<file path="src/rtl/core/cbl_pkg.sv">
// ----------------------------------------------------------------------------
// Cascaded Butterworth low-pass: shared package
// Types, fixed-point constants and rounding helpers used by the filter core.
// ----------------------------------------------------------------------------
`default_nettype none

package cbl_pkg;

	// Configuration register indexes.
	localparam int REG_IDX_W = 3;
	localparam logic [REG_IDX_W-1:0] REG_FILTER_ORDER     = 3'd0;
	localparam logic [REG_IDX_W-1:0] REG_SMOOTHING_FACTOR = 3'd1;
	localparam logic [REG_IDX_W-1:0] REG_STAGE0_COEFS     = 3'd2;
	localparam logic [REG_IDX_W-1:0] REG_STAGE1_COEFS     = 3'd3;
	localparam logic [REG_IDX_W-1:0] REG_STAGE2_COEFS     = 3'd4;
	localparam logic [REG_IDX_W-1:0] REG_STAGE3_COEFS     = 3'd5;

	localparam int CFG_DATA_W  = 54;
	localparam int ORDER_W     = 4;
	localparam int ALPHA_W     = 16;
	localparam int STAGE_REGS  = 4;
	localparam int STAGE_IDX_W = 2;
	localparam int COEF_W      = 18;
	localparam int A1_LSB      = 18;
	localparam int A2_LSB      = 36;
	localparam logic [ORDER_W-1:0] ORDER_LIMIT = 4'd8;

	// Datapath word sizes.
	localparam int SAMPLE_W  = 16;
	localparam int STATE_W   = 24;
	localparam int STATE_FRAC = 8;
	localparam int TAP_SUM_W = 26;
	localparam int PROD_W    = TAP_SUM_W + COEF_W;
	localparam int ACC_W     = 48;
	localparam int PROD_FRAC = 16;
	localparam int STAGE_CNT_W = 3;

	localparam logic signed [ACC_W-1:0] ACC_ROUND   = ACC_W'(32768);
	localparam logic signed [ACC_W-1:0] ACC_SAT_MAX = ACC_W'(8388607);
	localparam logic signed [ACC_W-1:0] ACC_SAT_MIN = ACC_W'(-8388608);

	localparam logic signed [STATE_W:0] OUT_ROUND   = (STATE_W+1)'(128);
	localparam logic signed [STATE_W:0] OUT_SAT_MAX = (STATE_W+1)'(32767);
	localparam logic signed [STATE_W:0] OUT_SAT_MIN = (STATE_W+1)'(-32768);

	typedef logic [CFG_DATA_W-1:0] coef_reg_t;

	// One row of biquad history per axis and stage.
	typedef struct packed {
		logic signed [STATE_W-1:0] x1;
		logic signed [STATE_W-1:0] x2;
		logic signed [STATE_W-1:0] y1;
		logic signed [STATE_W-1:0] y2;
	} row_t;

	typedef enum logic [3:0] {
		S_IDLE,
		S_SM_MUL0,
		S_SM_MUL1,
		S_SM_ROUND,
		S_ST_SUM,
		S_ST_MUL0,
		S_ST_MUL1,
		S_ST_MUL2,
		S_ST_ROUND,
		S_FINISH
	} state_t;

	typedef enum logic [3:0] {
		OP_NONE,
		OP_LOAD,
		OP_SM_MUL0,
		OP_SM_MUL1,
		OP_SM_ROUND,
		OP_ST_SUM,
		OP_ST_MUL0,
		OP_ST_MUL1,
		OP_ST_MUL2,
		OP_ST_ROUND,
		OP_OUT
	} op_t;

	typedef struct packed {
		op_t                    op;
		logic [STAGE_IDX_W-1:0] stage;
		logic                   rd;
	} cmd_t;

	typedef struct packed {
		logic out_free;
	} stat_t;

	// Round a Q.24 product sum to Q.8 and saturate to the state width.
	function automatic logic signed [STATE_W-1:0] round_sat_state(
		input logic signed [ACC_W-1:0] acc);
		logic signed [ACC_W-1:0] sh;
		sh = (acc + ACC_ROUND) >>> PROD_FRAC;
		if (sh > ACC_SAT_MAX)
			return STATE_W'(ACC_SAT_MAX);
		else if (sh < ACC_SAT_MIN)
			return STATE_W'(ACC_SAT_MIN);
		else
			return sh[STATE_W-1:0];
	endfunction

	// Round a Q15.8 value to an integer sample and saturate to 16 bits.
	function automatic logic signed [SAMPLE_W-1:0] round_sat_sample(
		input logic signed [STATE_W-1:0] v);
		logic signed [STATE_W:0] t;
		t = ((STATE_W+1)'(v) + OUT_ROUND) >>> STATE_FRAC;
		if (t > OUT_SAT_MAX)
			return SAMPLE_W'(OUT_SAT_MAX);
		else if (t < OUT_SAT_MIN)
			return SAMPLE_W'(OUT_SAT_MIN);
		else
			return t[SAMPLE_W-1:0];
	endfunction

endpackage

`default_nettype wire

</file>
<file path="src/rtl/core/cascaded_butterworth_lowpass.sv">
// ----------------------------------------------------------------------------
// Cascaded Butterworth low-pass filter
// Usage:
// Samples enter on the sample channel (sample_valid, sample_stall) with an
// axis tag; each item gives one result on the result channel (result_valid,
// result_stall). Coefficients and the order are written through the cfg
// channel, which is always ready; a write to a listed register also clears
// the history of all axes.
// Each accepted item runs the load step, the smoother (two products and a
// rounding) for an odd order, then per biquad stage a tap sum, three products
// and a rounding, and the output step. Bypassed items (order zero or an axis
// beyond the configured count) go straight from load to output. A new item is
// accepted only once the last one has left its final step, and the single
// shared multiply-accumulate unit computes one product per cycle.
// The result register lets a new item be accepted while a result waits; if
// the receiver stalls, the next item holds in its final step until the
// register is free. Reset clears the configuration and control registers and
// all filter history.
`default_nettype none

module cascaded_butterworth_lowpass #(
	parameter int AXIS_COUNT = 3,
	parameter int MAX_STAGES = 4
) (
	input  wire logic                                clk,
	input  wire logic                                arst_n,
	input  wire logic                                sample_valid,
	output logic                                     sample_stall,
	input  wire logic [1:0]                          axis_index,
	input  wire logic signed [cbl_pkg::SAMPLE_W-1:0] raw_sample,
	output logic                                     result_valid,
	input  wire logic                                result_stall,
	output logic signed [cbl_pkg::SAMPLE_W-1:0]      filtered_sample,
	input  wire logic                                cfg_valid,
	output logic                                     cfg_ready,
	input  wire logic [cbl_pkg::REG_IDX_W-1:0]       cfg_index,
	input  wire logic [cbl_pkg::CFG_DATA_W-1:0]      cfg_data
);

	logic [cbl_pkg::ORDER_W-1:0] filter_order_q;
	logic [cbl_pkg::ALPHA_W-1:0] smoothing_factor_q;
	cbl_pkg::coef_reg_t          stage_coef_q [cbl_pkg::STAGE_REGS];

	logic           cfg_write;
	logic           clear_state;
	cbl_pkg::cmd_t  cmd;
	cbl_pkg::stat_t stat;

	assign cfg_ready = 1'b1;
	assign cfg_write = cfg_valid && cfg_ready;

	always_comb begin
		unique case (cfg_index) inside
			cbl_pkg::REG_FILTER_ORDER, cbl_pkg::REG_SMOOTHING_FACTOR,
			cbl_pkg::REG_STAGE0_COEFS, cbl_pkg::REG_STAGE1_COEFS,
			cbl_pkg::REG_STAGE2_COEFS, cbl_pkg::REG_STAGE3_COEFS:
				clear_state = cfg_write;
			default:
				clear_state = 1'b0;
		endcase
	end

	always_ff @(posedge clk or negedge arst_n) begin
		if (!arst_n) begin
			filter_order_q     <= '0;
			smoothing_factor_q <= '0;
			for (int i = 0; i < cbl_pkg::STAGE_REGS; i++)
				stage_coef_q[i] <= '0;
		end else if (cfg_write) begin
			unique case (cfg_index)
				cbl_pkg::REG_FILTER_ORDER:
					filter_order_q <= cfg_data[cbl_pkg::ORDER_W-1:0];
				cbl_pkg::REG_SMOOTHING_FACTOR:
					smoothing_factor_q <= cfg_data[cbl_pkg::ALPHA_W-1:0];
				cbl_pkg::REG_STAGE0_COEFS:
					stage_coef_q[0] <= cfg_data;
				cbl_pkg::REG_STAGE1_COEFS:
					stage_coef_q[1] <= cfg_data;
				cbl_pkg::REG_STAGE2_COEFS:
					stage_coef_q[2] <= cfg_data;
				cbl_pkg::REG_STAGE3_COEFS:
					stage_coef_q[3] <= cfg_data;
				default: begin
				end
			endcase
		end
	end

	cbl_ctrl #(
		.AXIS_COUNT(AXIS_COUNT),
		.MAX_STAGES(MAX_STAGES)
	) u_ctrl (
		.clk         (clk),
		.arst_n      (arst_n),
		.sample_valid(sample_valid),
		.sample_stall(sample_stall),
		.axis_index  (axis_index),
		.filter_order(filter_order_q),
		.stat        (stat),
		.cmd         (cmd)
	);

	cbl_datapath #(
		.AXIS_COUNT(AXIS_COUNT),
		.MAX_STAGES(MAX_STAGES)
	) u_datapath (
		.clk            (clk),
		.arst_n         (arst_n),
		.clear          (clear_state),
		.cmd            (cmd),
		.stat           (stat),
		.axis_index     (axis_index),
		.raw_sample     (raw_sample),
		.alpha          (smoothing_factor_q),
		.stage_coefs    (stage_coef_q),
		.result_stall   (result_stall),
		.result_valid   (result_valid),
		.filtered_sample(filtered_sample)
	);

endmodule

`default_nettype wire

</file>
<file path="src/rtl/core/cbl_ram.sv">
// ----------------------------------------------------------------------------
// Generic RAM
// One write port and one read port with registered read data.
// ----------------------------------------------------------------------------
`default_nettype none

module cbl_ram #(
	parameter int WIDTH = 96,
	parameter int DEPTH = 12
) (
	input  wire logic                                   clk,
	input  wire logic                                   we,
	input  wire logic [((DEPTH > 1) ? $clog2(DEPTH) : 1)-1:0] waddr,
	input  wire logic [WIDTH-1:0]                       wdata,
	input  wire logic                                   re,
	input  wire logic [((DEPTH > 1) ? $clog2(DEPTH) : 1)-1:0] raddr,
	output logic      [WIDTH-1:0]                       rdata
);

	logic [WIDTH-1:0] mem_q [DEPTH];

	always_ff @(posedge clk) begin
		if (we)
			mem_q[waddr] <= wdata;
		if (re)
			rdata <= mem_q[raddr];
	end

endmodule

`default_nettype wire

</file>
<file path="src/rtl/core/cbl_datapath.sv">
// ----------------------------------------------------------------------------
// Cascaded Butterworth low-pass: datapath
// Shared multiply-accumulate unit, per-axis smoother memory, biquad history
// RAM with valid bits, and the output register.
// ----------------------------------------------------------------------------
`default_nettype none

module cbl_datapath #(
	parameter int AXIS_COUNT = 3,
	parameter int MAX_STAGES = 4
) (
	input  wire logic                                  clk,
	input  wire logic                                  arst_n,
	input  wire logic                                  clear,
	input  wire cbl_pkg::cmd_t                         cmd,
	output cbl_pkg::stat_t                             stat,
	input  wire logic [1:0]                            axis_index,
	input  wire logic signed [cbl_pkg::SAMPLE_W-1:0]   raw_sample,
	input  wire logic [cbl_pkg::ALPHA_W-1:0]           alpha,
	input  wire cbl_pkg::coef_reg_t                    stage_coefs [cbl_pkg::STAGE_REGS],
	input  wire logic                                  result_stall,
	output logic                                       result_valid,
	output logic signed [cbl_pkg::SAMPLE_W-1:0]        filtered_sample
);

	localparam int AXW    = (AXIS_COUNT > 1) ? $clog2(AXIS_COUNT) : 1;
	localparam int DEPTH  = AXIS_COUNT * MAX_STAGES;
	localparam int ADDR_W = (DEPTH > 1) ? $clog2(DEPTH) : 1;
	localparam int ROW_W  = $bits(cbl_pkg::row_t);
	localparam logic [cbl_pkg::ALPHA_W:0] ALPHA_ONE = (cbl_pkg::ALPHA_W+1)'(65536);

	logic [AXW-1:0]                          axis_q;
	logic signed [cbl_pkg::STATE_W-1:0]      v_q;
	logic signed [cbl_pkg::ACC_W-1:0]        acc_q;
	logic signed [cbl_pkg::TAP_SUM_W-1:0]    tap_sum_q;
	logic [ADDR_W-1:0]                       addr_q;
	logic                                    hit_q;
	logic signed [cbl_pkg::STATE_W-1:0]      smem_q [AXIS_COUNT];
	logic [DEPTH-1:0]                        row_valid_q;
	logic                                    result_valid_q;
	logic signed [cbl_pkg::SAMPLE_W-1:0]     result_q;

	logic [ADDR_W-1:0]                       base_addr;
	logic [ADDR_W-1:0]                       raddr;
	logic [ROW_W-1:0]                        rd_bits;
	cbl_pkg::row_t                           row;
	cbl_pkg::row_t                           wr_row;
	cbl_pkg::coef_reg_t                      coef_sel;
	logic signed [cbl_pkg::COEF_W-1:0]       b0, a1, a2;
	logic signed [cbl_pkg::TAP_SUM_W-1:0]    mul_a;
	logic signed [cbl_pkg::COEF_W-1:0]       mul_b;
	logic signed [cbl_pkg::PROD_W-1:0]       prod;
	logic signed [cbl_pkg::STATE_W-1:0]      y_round;
	logic signed [cbl_pkg::TAP_SUM_W-1:0]    tap_sum;
	logic                                    out_free;
	logic                                    we;

	assign base_addr = ADDR_W'(32'(axis_index) * MAX_STAGES);
	assign raddr     = (cmd.op == cbl_pkg::OP_LOAD) ? base_addr : addr_q + ADDR_W'(1);
	assign we        = (cmd.op == cbl_pkg::OP_ST_ROUND);

	// History of an entry that was never written since the last clear reads as zero.
	assign row = hit_q ? cbl_pkg::row_t'(rd_bits) : '0;

	assign coef_sel = stage_coefs[cmd.stage];
	assign b0 = signed'(coef_sel[cbl_pkg::COEF_W-1:0]);
	assign a1 = signed'(coef_sel[cbl_pkg::A1_LSB +: cbl_pkg::COEF_W]);
	assign a2 = signed'(coef_sel[cbl_pkg::A2_LSB +: cbl_pkg::COEF_W]);

	assign y_round = cbl_pkg::round_sat_state(acc_q);

	assign tap_sum = cbl_pkg::TAP_SUM_W'(v_q)
	               + cbl_pkg::TAP_SUM_W'(row.x1) + cbl_pkg::TAP_SUM_W'(row.x1)
	               + cbl_pkg::TAP_SUM_W'(row.x2);

	assign wr_row = '{x1: v_q, x2: row.x1, y1: y_round, y2: row.y1};

	always_comb begin
		mul_a = '0;
		mul_b = '0;
		case (cmd.op)
			cbl_pkg::OP_SM_MUL0: begin
				mul_a = cbl_pkg::TAP_SUM_W'(smem_q[axis_q]);
				mul_b = signed'(cbl_pkg::COEF_W'(alpha));
			end
			cbl_pkg::OP_SM_MUL1: begin
				mul_a = cbl_pkg::TAP_SUM_W'(v_q);
				mul_b = signed'(cbl_pkg::COEF_W'(ALPHA_ONE - (cbl_pkg::ALPHA_W+1)'(alpha)));
			end
			cbl_pkg::OP_ST_MUL0: begin
				mul_a = tap_sum_q;
				mul_b = b0;
			end
			cbl_pkg::OP_ST_MUL1: begin
				mul_a = cbl_pkg::TAP_SUM_W'(row.y1);
				mul_b = a1;
			end
			cbl_pkg::OP_ST_MUL2: begin
				mul_a = cbl_pkg::TAP_SUM_W'(row.y2);
				mul_b = a2;
			end
			default: begin
			end
		endcase
	end

	assign prod = mul_a * mul_b;

	assign out_free      = !result_valid_q || !result_stall;
	assign stat.out_free = out_free;

	cbl_ram #(
		.WIDTH(ROW_W),
		.DEPTH(DEPTH)
	) u_history (
		.clk  (clk),
		.we   (we),
		.waddr(addr_q),
		.wdata(wr_row),
		.re   (cmd.rd),
		.raddr(raddr),
		.rdata(rd_bits)
	);

	// Working registers; none of them needs a reset value.
	always_ff @(posedge clk) begin
		case (cmd.op) inside
			cbl_pkg::OP_LOAD: begin
				axis_q <= AXW'(axis_index);
				v_q    <= {raw_sample, {cbl_pkg::STATE_FRAC{1'b0}}};
				addr_q <= base_addr;
			end
			cbl_pkg::OP_SM_MUL0, cbl_pkg::OP_ST_MUL0:
				acc_q <= cbl_pkg::ACC_W'(prod);
			cbl_pkg::OP_SM_MUL1, cbl_pkg::OP_ST_MUL1, cbl_pkg::OP_ST_MUL2:
				acc_q <= acc_q + cbl_pkg::ACC_W'(prod);
			cbl_pkg::OP_SM_ROUND:
				v_q <= y_round;
			cbl_pkg::OP_ST_SUM:
				tap_sum_q <= tap_sum;
			cbl_pkg::OP_ST_ROUND: begin
				v_q <= y_round;
				if (cmd.rd)
					addr_q <= addr_q + ADDR_W'(1);
			end
			default: begin
			end
		endcase
		if (cmd.rd)
			hit_q <= row_valid_q[raddr];
	end

	always_ff @(posedge clk or negedge arst_n) begin
		if (!arst_n) begin
			row_valid_q <= '0;
			for (int i = 0; i < AXIS_COUNT; i++)
				smem_q[i] <= '0;
		end else if (clear) begin
			row_valid_q <= '0;
			for (int i = 0; i < AXIS_COUNT; i++)
				smem_q[i] <= '0;
		end else begin
			if (we)
				row_valid_q[addr_q] <= 1'b1;
			if (cmd.op == cbl_pkg::OP_SM_ROUND)
				smem_q[axis_q] <= y_round;
		end
	end

	always_ff @(posedge clk or negedge arst_n) begin
		if (!arst_n) begin
			result_valid_q <= 1'b0;
		end else if (cmd.op == cbl_pkg::OP_OUT) begin
			result_valid_q <= 1'b1;
		end else if (!result_stall) begin
			result_valid_q <= 1'b0;
		end
	end

	always_ff @(posedge clk) begin
		if (cmd.op == cbl_pkg::OP_OUT)
			result_q <= cbl_pkg::round_sat_sample(v_q);
	end

	assign result_valid    = result_valid_q;
	assign filtered_sample = result_q;

endmodule

`default_nettype wire

</file>
<file path="src/rtl/core/cbl_ctrl.sv">
// ----------------------------------------------------------------------------
// Cascaded Butterworth low-pass: controller
// Sequences the smoother and the biquad stages of one item through the
// shared datapath.
// ----------------------------------------------------------------------------
`default_nettype none

module cbl_ctrl #(
	parameter int AXIS_COUNT = 3,
	parameter int MAX_STAGES = 4
) (
	input  wire logic                          clk,
	input  wire logic                          arst_n,
	input  wire logic                          sample_valid,
	output logic                               sample_stall,
	input  wire logic [1:0]                    axis_index,
	input  wire logic [cbl_pkg::ORDER_W-1:0]   filter_order,
	input  wire cbl_pkg::stat_t                stat,
	output cbl_pkg::cmd_t                      cmd
);

	cbl_pkg::state_t state_q, state_d;
	logic [cbl_pkg::STAGE_CNT_W-1:0] stage_q, stage_d;

	logic [cbl_pkg::ORDER_W-1:0]     order_eff;
	logic [cbl_pkg::STAGE_CNT_W-1:0] half_order;
	logic [cbl_pkg::STAGE_CNT_W-1:0] stage_count;
	logic                            has_smoother;
	logic                            bypass;
	logic                            accept;
	logic                            last_stage;

	// Orders above eight behave as order eight.
	assign order_eff    = (filter_order > cbl_pkg::ORDER_LIMIT) ? cbl_pkg::ORDER_LIMIT
	                                                            : filter_order;
	assign half_order   = order_eff[cbl_pkg::ORDER_W-1:1];
	assign stage_count  = (32'(half_order) > MAX_STAGES)
	                      ? cbl_pkg::STAGE_CNT_W'(MAX_STAGES) : half_order;
	assign has_smoother = order_eff[0];
	assign bypass       = (filter_order == '0) || (32'(axis_index) >= AXIS_COUNT);
	assign accept       = sample_valid && (state_q == cbl_pkg::S_IDLE);
	assign last_stage   = (stage_q + cbl_pkg::STAGE_CNT_W'(1)) == stage_count;
	assign sample_stall = (state_q != cbl_pkg::S_IDLE);

	always_ff @(posedge clk or negedge arst_n) begin
		if (!arst_n) begin
			state_q <= cbl_pkg::S_IDLE;
			stage_q <= '0;
		end else begin
			state_q <= state_d;
			stage_q <= stage_d;
		end
	end

	always_comb begin
		state_d   = state_q;
		stage_d   = stage_q;
		cmd.op    = cbl_pkg::OP_NONE;
		cmd.stage = stage_q[cbl_pkg::STAGE_IDX_W-1:0];
		cmd.rd    = 1'b0;
		unique case (state_q)
			cbl_pkg::S_IDLE: begin
				if (accept) begin
					cmd.op  = cbl_pkg::OP_LOAD;
					cmd.rd  = !bypass;
					stage_d = '0;
					if (bypass)
						state_d = cbl_pkg::S_FINISH;
					else if (has_smoother)
						state_d = cbl_pkg::S_SM_MUL0;
					else if (stage_count != '0)
						state_d = cbl_pkg::S_ST_SUM;
					else
						state_d = cbl_pkg::S_FINISH;
				end
			end
			cbl_pkg::S_SM_MUL0: begin
				cmd.op  = cbl_pkg::OP_SM_MUL0;
				state_d = cbl_pkg::S_SM_MUL1;
			end
			cbl_pkg::S_SM_MUL1: begin
				cmd.op  = cbl_pkg::OP_SM_MUL1;
				state_d = cbl_pkg::S_SM_ROUND;
			end
			cbl_pkg::S_SM_ROUND: begin
				cmd.op  = cbl_pkg::OP_SM_ROUND;
				state_d = (stage_count != '0) ? cbl_pkg::S_ST_SUM : cbl_pkg::S_FINISH;
			end
			cbl_pkg::S_ST_SUM: begin
				cmd.op  = cbl_pkg::OP_ST_SUM;
				state_d = cbl_pkg::S_ST_MUL0;
			end
			cbl_pkg::S_ST_MUL0: begin
				cmd.op  = cbl_pkg::OP_ST_MUL0;
				state_d = cbl_pkg::S_ST_MUL1;
			end
			cbl_pkg::S_ST_MUL1: begin
				cmd.op  = cbl_pkg::OP_ST_MUL1;
				state_d = cbl_pkg::S_ST_MUL2;
			end
			cbl_pkg::S_ST_MUL2: begin
				cmd.op  = cbl_pkg::OP_ST_MUL2;
				state_d = cbl_pkg::S_ST_ROUND;
			end
			cbl_pkg::S_ST_ROUND: begin
				// The next stage's history is fetched while this one is written back.
				cmd.op = cbl_pkg::OP_ST_ROUND;
				if (last_stage) begin
					state_d = cbl_pkg::S_FINISH;
				end else begin
					cmd.rd  = 1'b1;
					stage_d = stage_q + cbl_pkg::STAGE_CNT_W'(1);
					state_d = cbl_pkg::S_ST_SUM;
				end
			end
			cbl_pkg::S_FINISH: begin
				if (stat.out_free) begin
					cmd.op  = cbl_pkg::OP_OUT;
					state_d = cbl_pkg::S_IDLE;
				end
			end
			default: begin
				state_d = cbl_pkg::S_IDLE;
			end
		endcase
	end

endmodule

`default_nettype wire

</file>
<file path="config.mk">
export PLATFORM = sky130hd
export DESIGN_NAME = cascaded_butterworth_lowpass
export DESIGN_NICKNAME = d
export VERILOG_FILES = /design/src/rtl/core/cbl_pkg.sv /design/src/rtl/core/cascaded_butterworth_lowpass.sv /design/src/rtl/core/cbl_ram.sv /design/src/rtl/core/cbl_datapath.sv /design/src/rtl/core/cbl_ctrl.sv
export SDC_FILE = /design/constraint.sdc
export NUM_CORES = 2
export LEC_CHECK = 0
export BUFFER_PORTS_ARGS = -buffer_cell sky130_fd_sc_hd__buf_4
export CORE_MARGIN = 2
export CORE_UTILIZATION = 41
export CTS_CLUSTER_SIZE = 30
export DETAILED_ROUTE_END_ITERATION = 10
export RECOVER_POWER = 25
export SLEW_MARGIN = 20
export SYNTH_ARGS = -nofsm -noshare
export SYNTH_HDL_FRONTEND = slang
export SYNTH_SLANG_ARGS = --single-unit
</file>
<file path="constraint.sdc">
create_clock -name clk -period 13.43 [get_ports clk]
set_clock_uncertainty 0.2 [all_clocks]
set_input_delay 0.6715 -clock clk [delete_from_list [all_inputs] [get_ports clk]]
set_output_delay 0.6715 -clock clk [all_outputs]
set_load 0.02 [all_outputs]
</file>
**Yosys cells after proc, flatten, opt, wreduce, memory -nomap -nowiden**

Memory sizes are Yosys's and may differ from the RTL's. A register that Yosys moved wholly into a read port is not among the register bits.
Index checks and enable logic that the tools add are counted.

- Register bits: 449
- Output and inout port bits: 19
- Bits of input ports: 80
- Bits in latches: 0
- Memories: 1
- Bits in read-only memories: 0
- Logic and storage cells: 189
- Bits in writable memories: 1152

- Muxes and demuxes: 62
- $lt $le $gt $ge: 13
- Reduce and logical (&&, ||, !) cells: 38
- Bitwise logic cells: 8
- Div/mod/pow operators: 0
- Equal/unequal tests: 35
- Add/subtract/negate cells: 9
- Shift-type cells: 0
- Multipliers: 1

Memories:

| name | words | width | rd ports | clocked after memory_dff | wr ports | line | text |
|---|---|---|---|---|---|---|---|
| u_datapath.u_history.mem_q | 12 | 96 | 1 | 1 | 1 | cbl_ram.sv:20 | `logic [WIDTH-1:0] mem_q [DEPTH];` |

Operator list:

| kind | number |
|---|---|
| 24-bit 2-to-1 mux | 11 |
| 72-bit 2-to-1 mux | 2 |
| 26-bit case mux with 5 select lines | 1 |
| 54-bit binary-select mux with 2-bit select | 1 |
| 54-bit 2-to-1 mux | 2 |
| 48-bit 2-to-1 mux | 2 |
| 96-bit 2-to-1 mux | 1 |
| 18-bit case mux with 5 select lines | 1 |
| 4-bit case mux with 10 select lines | 2 |
| 72-bit bitwise mux | 1 |
| 4-bit 2-to-1 mux | 16 |
| 48-bit by 17-bit adder with 48-bit output (second input constant) | 1 |
| 48-bit by 44-bit adder with 48-bit output | 1 |
| 24-bit binary-select mux with 2-bit select | 1 |
| 24-bit demux with 2-bit select | 1 |
| 26-bit by 18-bit multiplier with 44-bit output | 1 |
| 4-bit by 3-bit == test with 1-bit output (second input constant) | 8 |
| 32-bit by 24-bit greater-than comparator with 1-bit output (second input constant) | 1 |
| 32-bit by 24-bit less-than comparator with 1-bit output (second input constant) | 1 |
| 25-bit by 24-bit adder with 26-bit output | 1 |
| 26-bit by 24-bit adder with 26-bit output | 1 |
| 24-bit by 24-bit adder with 25-bit output | 1 |
| 24-bit by 9-bit adder with 25-bit output (second input constant) | 1 |
| 12-bit 2-to-1 mux | 2 |
| 48 further kinds | 105 |

**Longest topological paths before layout**

- Depth after elaboration: 14
- Mapped depth: 45

**By module**

From an unflattened synthesis, not the netlist that was laid out.

- Cells, all modules: 6239
- Area total of the unflattened synthesis: 88563.7 um^2

Modules (own cells, without submodules):

| module | sequential area each (um^2) | cells each | area an instance (um^2) | times used |
|---|---|---|---|---|
| cbl_ram | 37475.9 | 1952 | 46115.5 | 1 |
| cbl_datapath | 5660.4 | 3697 | 32989.1 | 1 |
| cascaded_butterworth_lowpass | 5905.7 | 507 | 8792.2 | 1 |
| cbl_ctrl | 175.2 | 83 | 666.9 | 1 |

**Worst setup path after synthesis**

Ideal clock, no wire load.

- Path type: register to register
- Start: reg u_ctrl.stage_q[0] (netlist name)
- End: reg u_datapath.acc_q[37] (netlist name) (data pin)
- Stages on the path, launching flop included: 38
- Period minus slack after synthesis: 10.311 ns
- Data arrival time: 9.851 ns
- Slack: 3.119 ns
- Cell sequence: dfrtp_1 > buf_2 > buf_2 > buf_2 > mux4_2 > a22o_1 > a221o_1 > clkbuf_1 > and2_1 > fa_1 > fa_1 > inv_1 > fa_1 > inv_1 > fa_1 > fa_1 > inv_1 > fa_1 > [... 2 more ...] > a21o_1 > a21oi_1 > o31ai_1 > a21oi_1 > o21bai_1 > a21oi_1 > xnor2_1 > ha_1 > clkbuf_1 > nand2_1 > or4_1 > nor3_1 > a2111oi_0 > o31a_1 > o41ai_1 > a21oi_1 > xnor2_1 > mux2_2

- Longest elaborated chain between the ends: 9

Ends and longest elaborated chain:

| what | line | text |
|---|---|---|
| start, declared | cbl_ctrl.sv:23 | `logic [cbl_pkg::STAGE_CNT_W-1:0] stage_q, stage_d;` |
| start signal, assigned | cbl_ctrl.sv:51 | `stage_q <= stage_d;` |
| 2-bit inverter with 3-bit output (implied by the code) * | cbl_datapath.sv:65 | `assign coef_sel = stage_coefs[cmd.stage];` |
| 54-bit binary-select mux with 2-bit select * | cbl_datapath.sv:65 |  |
| 54-bit 2-to-1 mux (implied by the code) * (2 in series) | cbl_datapath.sv:65 |  |
| 18-bit case mux with 5 select lines * | cbl_datapath.sv:81 | `case (cmd.op)` |
| 26-bit by 18-bit multiplier with 44-bit output * | cbl_datapath.sv:107 | `assign prod = mul_a * mul_b;` |
| 48-bit by 44-bit adder with 48-bit output | cbl_datapath.sv:136 | `acc_q <= acc_q + cbl_pkg::ACC_W'(prod);` |
| 48-bit 2-to-1 mux | cbl_datapath.sv:127 | `case (cmd.op) inside` |
| 48-bit 2-to-1 mux * | cbl_datapath.sv:127 |  |
| end signal, assigned | cbl_datapath.sv:134 | `acc_q <= cbl_pkg::ACC_W'(prod);` |
| end signal, assigned | cbl_datapath.sv:136 |  |
| end, declared | cbl_datapath.sv:34 | `logic signed [cbl_pkg::ACC_W-1:0] acc_q;` |

Mark *: on every way between the ends. The rest lies on a longest branch, timed or not. The select of a mux whose other input is x is not followed.
A chain may end at the register's enable or synchronous reset.

**Worst setup path in the final report**

- Start: reg u_ctrl.state_q[3]
- End: reg u_datapath.acc_q[41] (netlist name) (data pin)

- Longest elaborated chain between the ends: 10
- Elaborated cells on any way between the ends: 25
- Classes of those cells: add/sub: 1; mul: 1; eq/ne: 14; mux: 6; reduce/logical: 3

Ends and longest elaborated chain:

| what | line | text |
|---|---|---|
| start, declared | cbl_ctrl.sv:22 | `cbl_pkg::state_t state_q, state_d;` |
| start signal, assigned | cbl_ctrl.sv:47 | `state_q <= cbl_pkg::S_IDLE;` |
| start signal, assigned | cbl_ctrl.sv:50 | `state_q <= state_d;` |
| 4-bit logical NOT | cbl_ctrl.sv:41, cbl_ctrl.sv:61 |  |
| 1-bit logical AND | cbl_ctrl.sv:41 | `assign accept = sample_valid && (state_q == cbl_pkg::S_IDLE);` |
| 1-bit 2-to-1 mux | cbl_ctrl.sv:63 | `if (accept) begin` |
| 4-bit case mux with 10 select lines * | cbl_ctrl.sv:61 | `unique case (state_q)` |
| 4-bit == test (tied with other cells) | cbl_datapath.sv:81 |  |
| 26-bit case mux with 5 select lines or 18-bit case mux with 5 select lines (tied branches) | cbl_datapath.sv:81 |  |
| 26-bit by 18-bit multiplier with 44-bit output | cbl_datapath.sv:107 |  |
| 48-bit by 44-bit adder with 48-bit output | cbl_datapath.sv:136 |  |
| 48-bit 2-to-1 mux | cbl_datapath.sv:127 |  |
| 48-bit 2-to-1 mux * | cbl_datapath.sv:127 |  |

Marks and branches as above.

==> impl_results.md <==
* WP data arrival at 12790 ps
* Die Wd at 472 microns
* Die H at 472 microns
* Hold Violations, Final at 0
* Outcome: finished with violations
* Vias in the first global route at 60700
* Post-synth ARST share at 0.193
* Hold-fix buffers, CTS at 59
* Slew headroom at -2.96
* GRT busiest layer: met2
* WL final at 252000 microns
* Delay-heaviest family, CP: compound AO/OA/AOI/OAI gates
* H-tree depth at 4
* R2r setup slk at 980 ps
* Core region area at 217000 sq um
* Biggest cell delay along the critical path at 760 ps
* CP most frequent cell: fa_1
* Setup total negative slack at 0 ps
* Crit-path max FO at 16
* Final period demand of the worst path at 12450 ps
* IO Count at 99
* Max frequency at 0.0803 GHz
* TritonCTS Buffers at 174
* I/O Buffers at 97
* Worst Setup End Kind: flop
* Required @ worst endpoint at 13770 ps
* Seq/Total Area, Yosys at 0.548
* Largest net degree at the start of global routing at 165
* Hold wc startpoint: raw_sample[1]
* Die ar. at 223000 sq um
* Drt wl/cell at 23.6 microns
* Initial cell density of the core at 0.413
* Drt pass-1 iters at 8
* Footprint of the multi-input gates at 36500 sq um
* Worst setup SP type: flop
* Post-CTS setup buffer count at 0
* Setup-failing EPs final at 0
* TritonCTS clock tree: yes
* CTS max path bufs at 3
* Flip-flop and latch area at 49200 sq um
* Syn-to-layout area delta at 11.4%
* Iter 0 DRT Violations at 5834
* Met3 Usage GRT at 0.0312
* Setup Crit Path Kind: flop to flop
* Slew @ Worst Pin at 5940 ps
* Final period util at 0.927
* Met1 Track Usage GR at 0.310
* Setup WS post-layout at 977 ps
* Clock-pin slew on the worst setup and hold paths at 60 ps
* Final nets at 8403
* Syn nets at 8358
* Slew Limit Fails at 280
* Root Buffer: clkbuf_16
* # fillers at 19700
* Total congestion overflow at 0
* Reported max-cap violation count at 7
* EDFF count, synth at 1359
* Avg Synthesized Cell Area at 11.8 sq um
* # clock sinks at 1697
* Met2 usage at 0.365
* R2r worst-path depth at 37
* Overall Global Routing Usage at 0.224
* WHS Path Cells at 3
* Hold Path End: u_datapath.v_q[9]
* Resize count post-CTS at 0
* Worst R2R Start: u_ctrl.state_q[3]
* Top_reg_cell synth: edfxtp_1
* Pre-CTS setup slack at 1190 ps
* Antenna violations before repair at 12
* Vias per cell at 5.67
* Slowest cell on crit path: nor2_1
* Post-synthesis cell type count at 80
* Crit path buf inv count at 6
* DP HPWL at 157000 microns
* GP Congestion at 0.891
* #FFs+latches synth at 1697
* DRC viols at 0
* Post-Synthesis Cells at 7604
* Reg-to-reg critical path endpoint: u_datapath.acc_q[41]
* First-pass GRT wire length at 381000 microns
* Failing checks: capacitance limit, slew limit
* RSZ-0062 raised after global routing: no
* Post-DRT Antenna Nets at 0
* Clk_lat worst skew at 820 ps
* Layout cells sized above 1 at 0.110
* Post-synthesis cell area at 89800 sq um
* Core Util, Final at 0.460
* Row count at 171
* Via count at 60400
* Hold crit path type: input pin to flop
* Yosys warnings at 0
-- per-layer routing --
layer / vias to the layer above / routed length (microns)
li1: 26900 / -
met1: 31000 / 107000
met2: 2220 / 120000
met3: 349 / 17600
met4: 8 / 7980
met5: - / 56
-- cell usage in the layout (no fill, tap or decap), types with 47 or more instances in the layout --
master,instances
clkbuf_1,54
nor2_1,211
buf_4,225
xnor2_1,100
nand2_1,1326
o221ai_1,115
a221o_1,67
dlygate4sd3_1,59
a31oi_1,117
xor2_1,58
a21o_1,54
mux2_2,243
and2_1,101
o22ai_1,196
o21ai_0,411
clkbuf_16,178
edfxtp_1,1359
inv_1,692
nor2b_1,47
nand3_1,253
a21oi_1,240
dfrtp_1,326
fa_1,484
mux2i_1,54
ha_1,190
-- worst register-to-register path: cells and delay by family (launching register included) --
kind	cells	cell delay [ps]
AO/OA/AOI/OAI	13	3750
XOR/XNOR	2	370
adder cells (fa/ha/maj)	8	3530
buffers and inverters	6	990
flip-flops	1	360
AND/OR/NAND/NOR	8	2980
-- cell type report --
| cell class | instances | area share |
|---|---|---|
| diodes | 5 | 0.000125 |
| multi-input cells | 4769 | 0.365 |
| repair buffers | 310 | 0.0248 |
| clock buffers | 223 | 0.0471 |
| flip-flops and latches | 1697 | 0.492 |
| inverters | 697 | 0.0262 |
| well taps | 2854 | 0.0357 |
| clock inverters | 92 | 0.00919 |
-- stage by stage --
step	instance area (sq um)	instances	hold slack, ps
after global routing	100000	10600	46.7
final	100000	10600	53.0
after floorplan	89800	7604	176
after CTS	100000	10600	15.5
after global placement	93800	10300	262
after detailed placement	93900	10300	265
-- cell usage after synthesis (all sizes together) (119+ instances only) --
master	n	area, sq um
edfxtp	1359	40800
nand2	1329	4990
inv	696	2610
fa	484	9690
o21ai	440	2200
clkbuf	362	1360
dfrtp	328	8210
nand3	254	1270
mux2	246	2770
a21oi	244	1220
nor2	221	830
o22ai	197	1230
ha	190	2380
and2	127	795
o221ai	119	1040
-- worst max-delay path by stage --
stage	slack [ps]	to	cells after the start	start
after detailed placement	1190	u_datapath.acc_q[41]	37	u_ctrl.state_q[3]
after floorplan	3120	u_datapath.acc_q[37]	37	u_ctrl.stage_q[0]
after CTS	1130	u_datapath.acc_q[41]	37	u_ctrl.state_q[3]
after global placement	890	u_datapath.acc_q[41]	38	u_ctrl.state_q[3]
final	980	u_datapath.acc_q[41]	37	u_ctrl.state_q[3]
after global routing	470	u_datapath.acc_q[46]	38	u_ctrl.state_q[3]
-- flip-flops by register name (all words and copies together) (netlist names), 12 cells and up --
name and flops:
u_datapath.acc_q 48, u_datapath.smem_q 72, stage_coef_q 216, smoothing_factor_q 16, u_datapath.filtered_sample 16, u_datapath.u_history.mem_q 1152
u_datapath.u_history.rdata 96, u_datapath.tap_sum_q 26, u_datapath.v_q 24, u_datapath.row_valid_q 12
-- cell families after synthesis --
| family | synth area share |
|---|---|
| and+or+nand+nor | 0.104 |
| AOI/OAI and AO/OA | 0.103 |
| adders and majority gates | 0.134 |
| xor gates and xnor gates | 0.0154 |
| DFF | 0.548 |
| buffers and inverters | 0.0484 |
| muxes | 0.0469 |
| other | 0.0000418 |
Power is left out: the tool's default activity adds up to more than one toggle a clock period on the data nets, which glitch-free logic cannot reach.
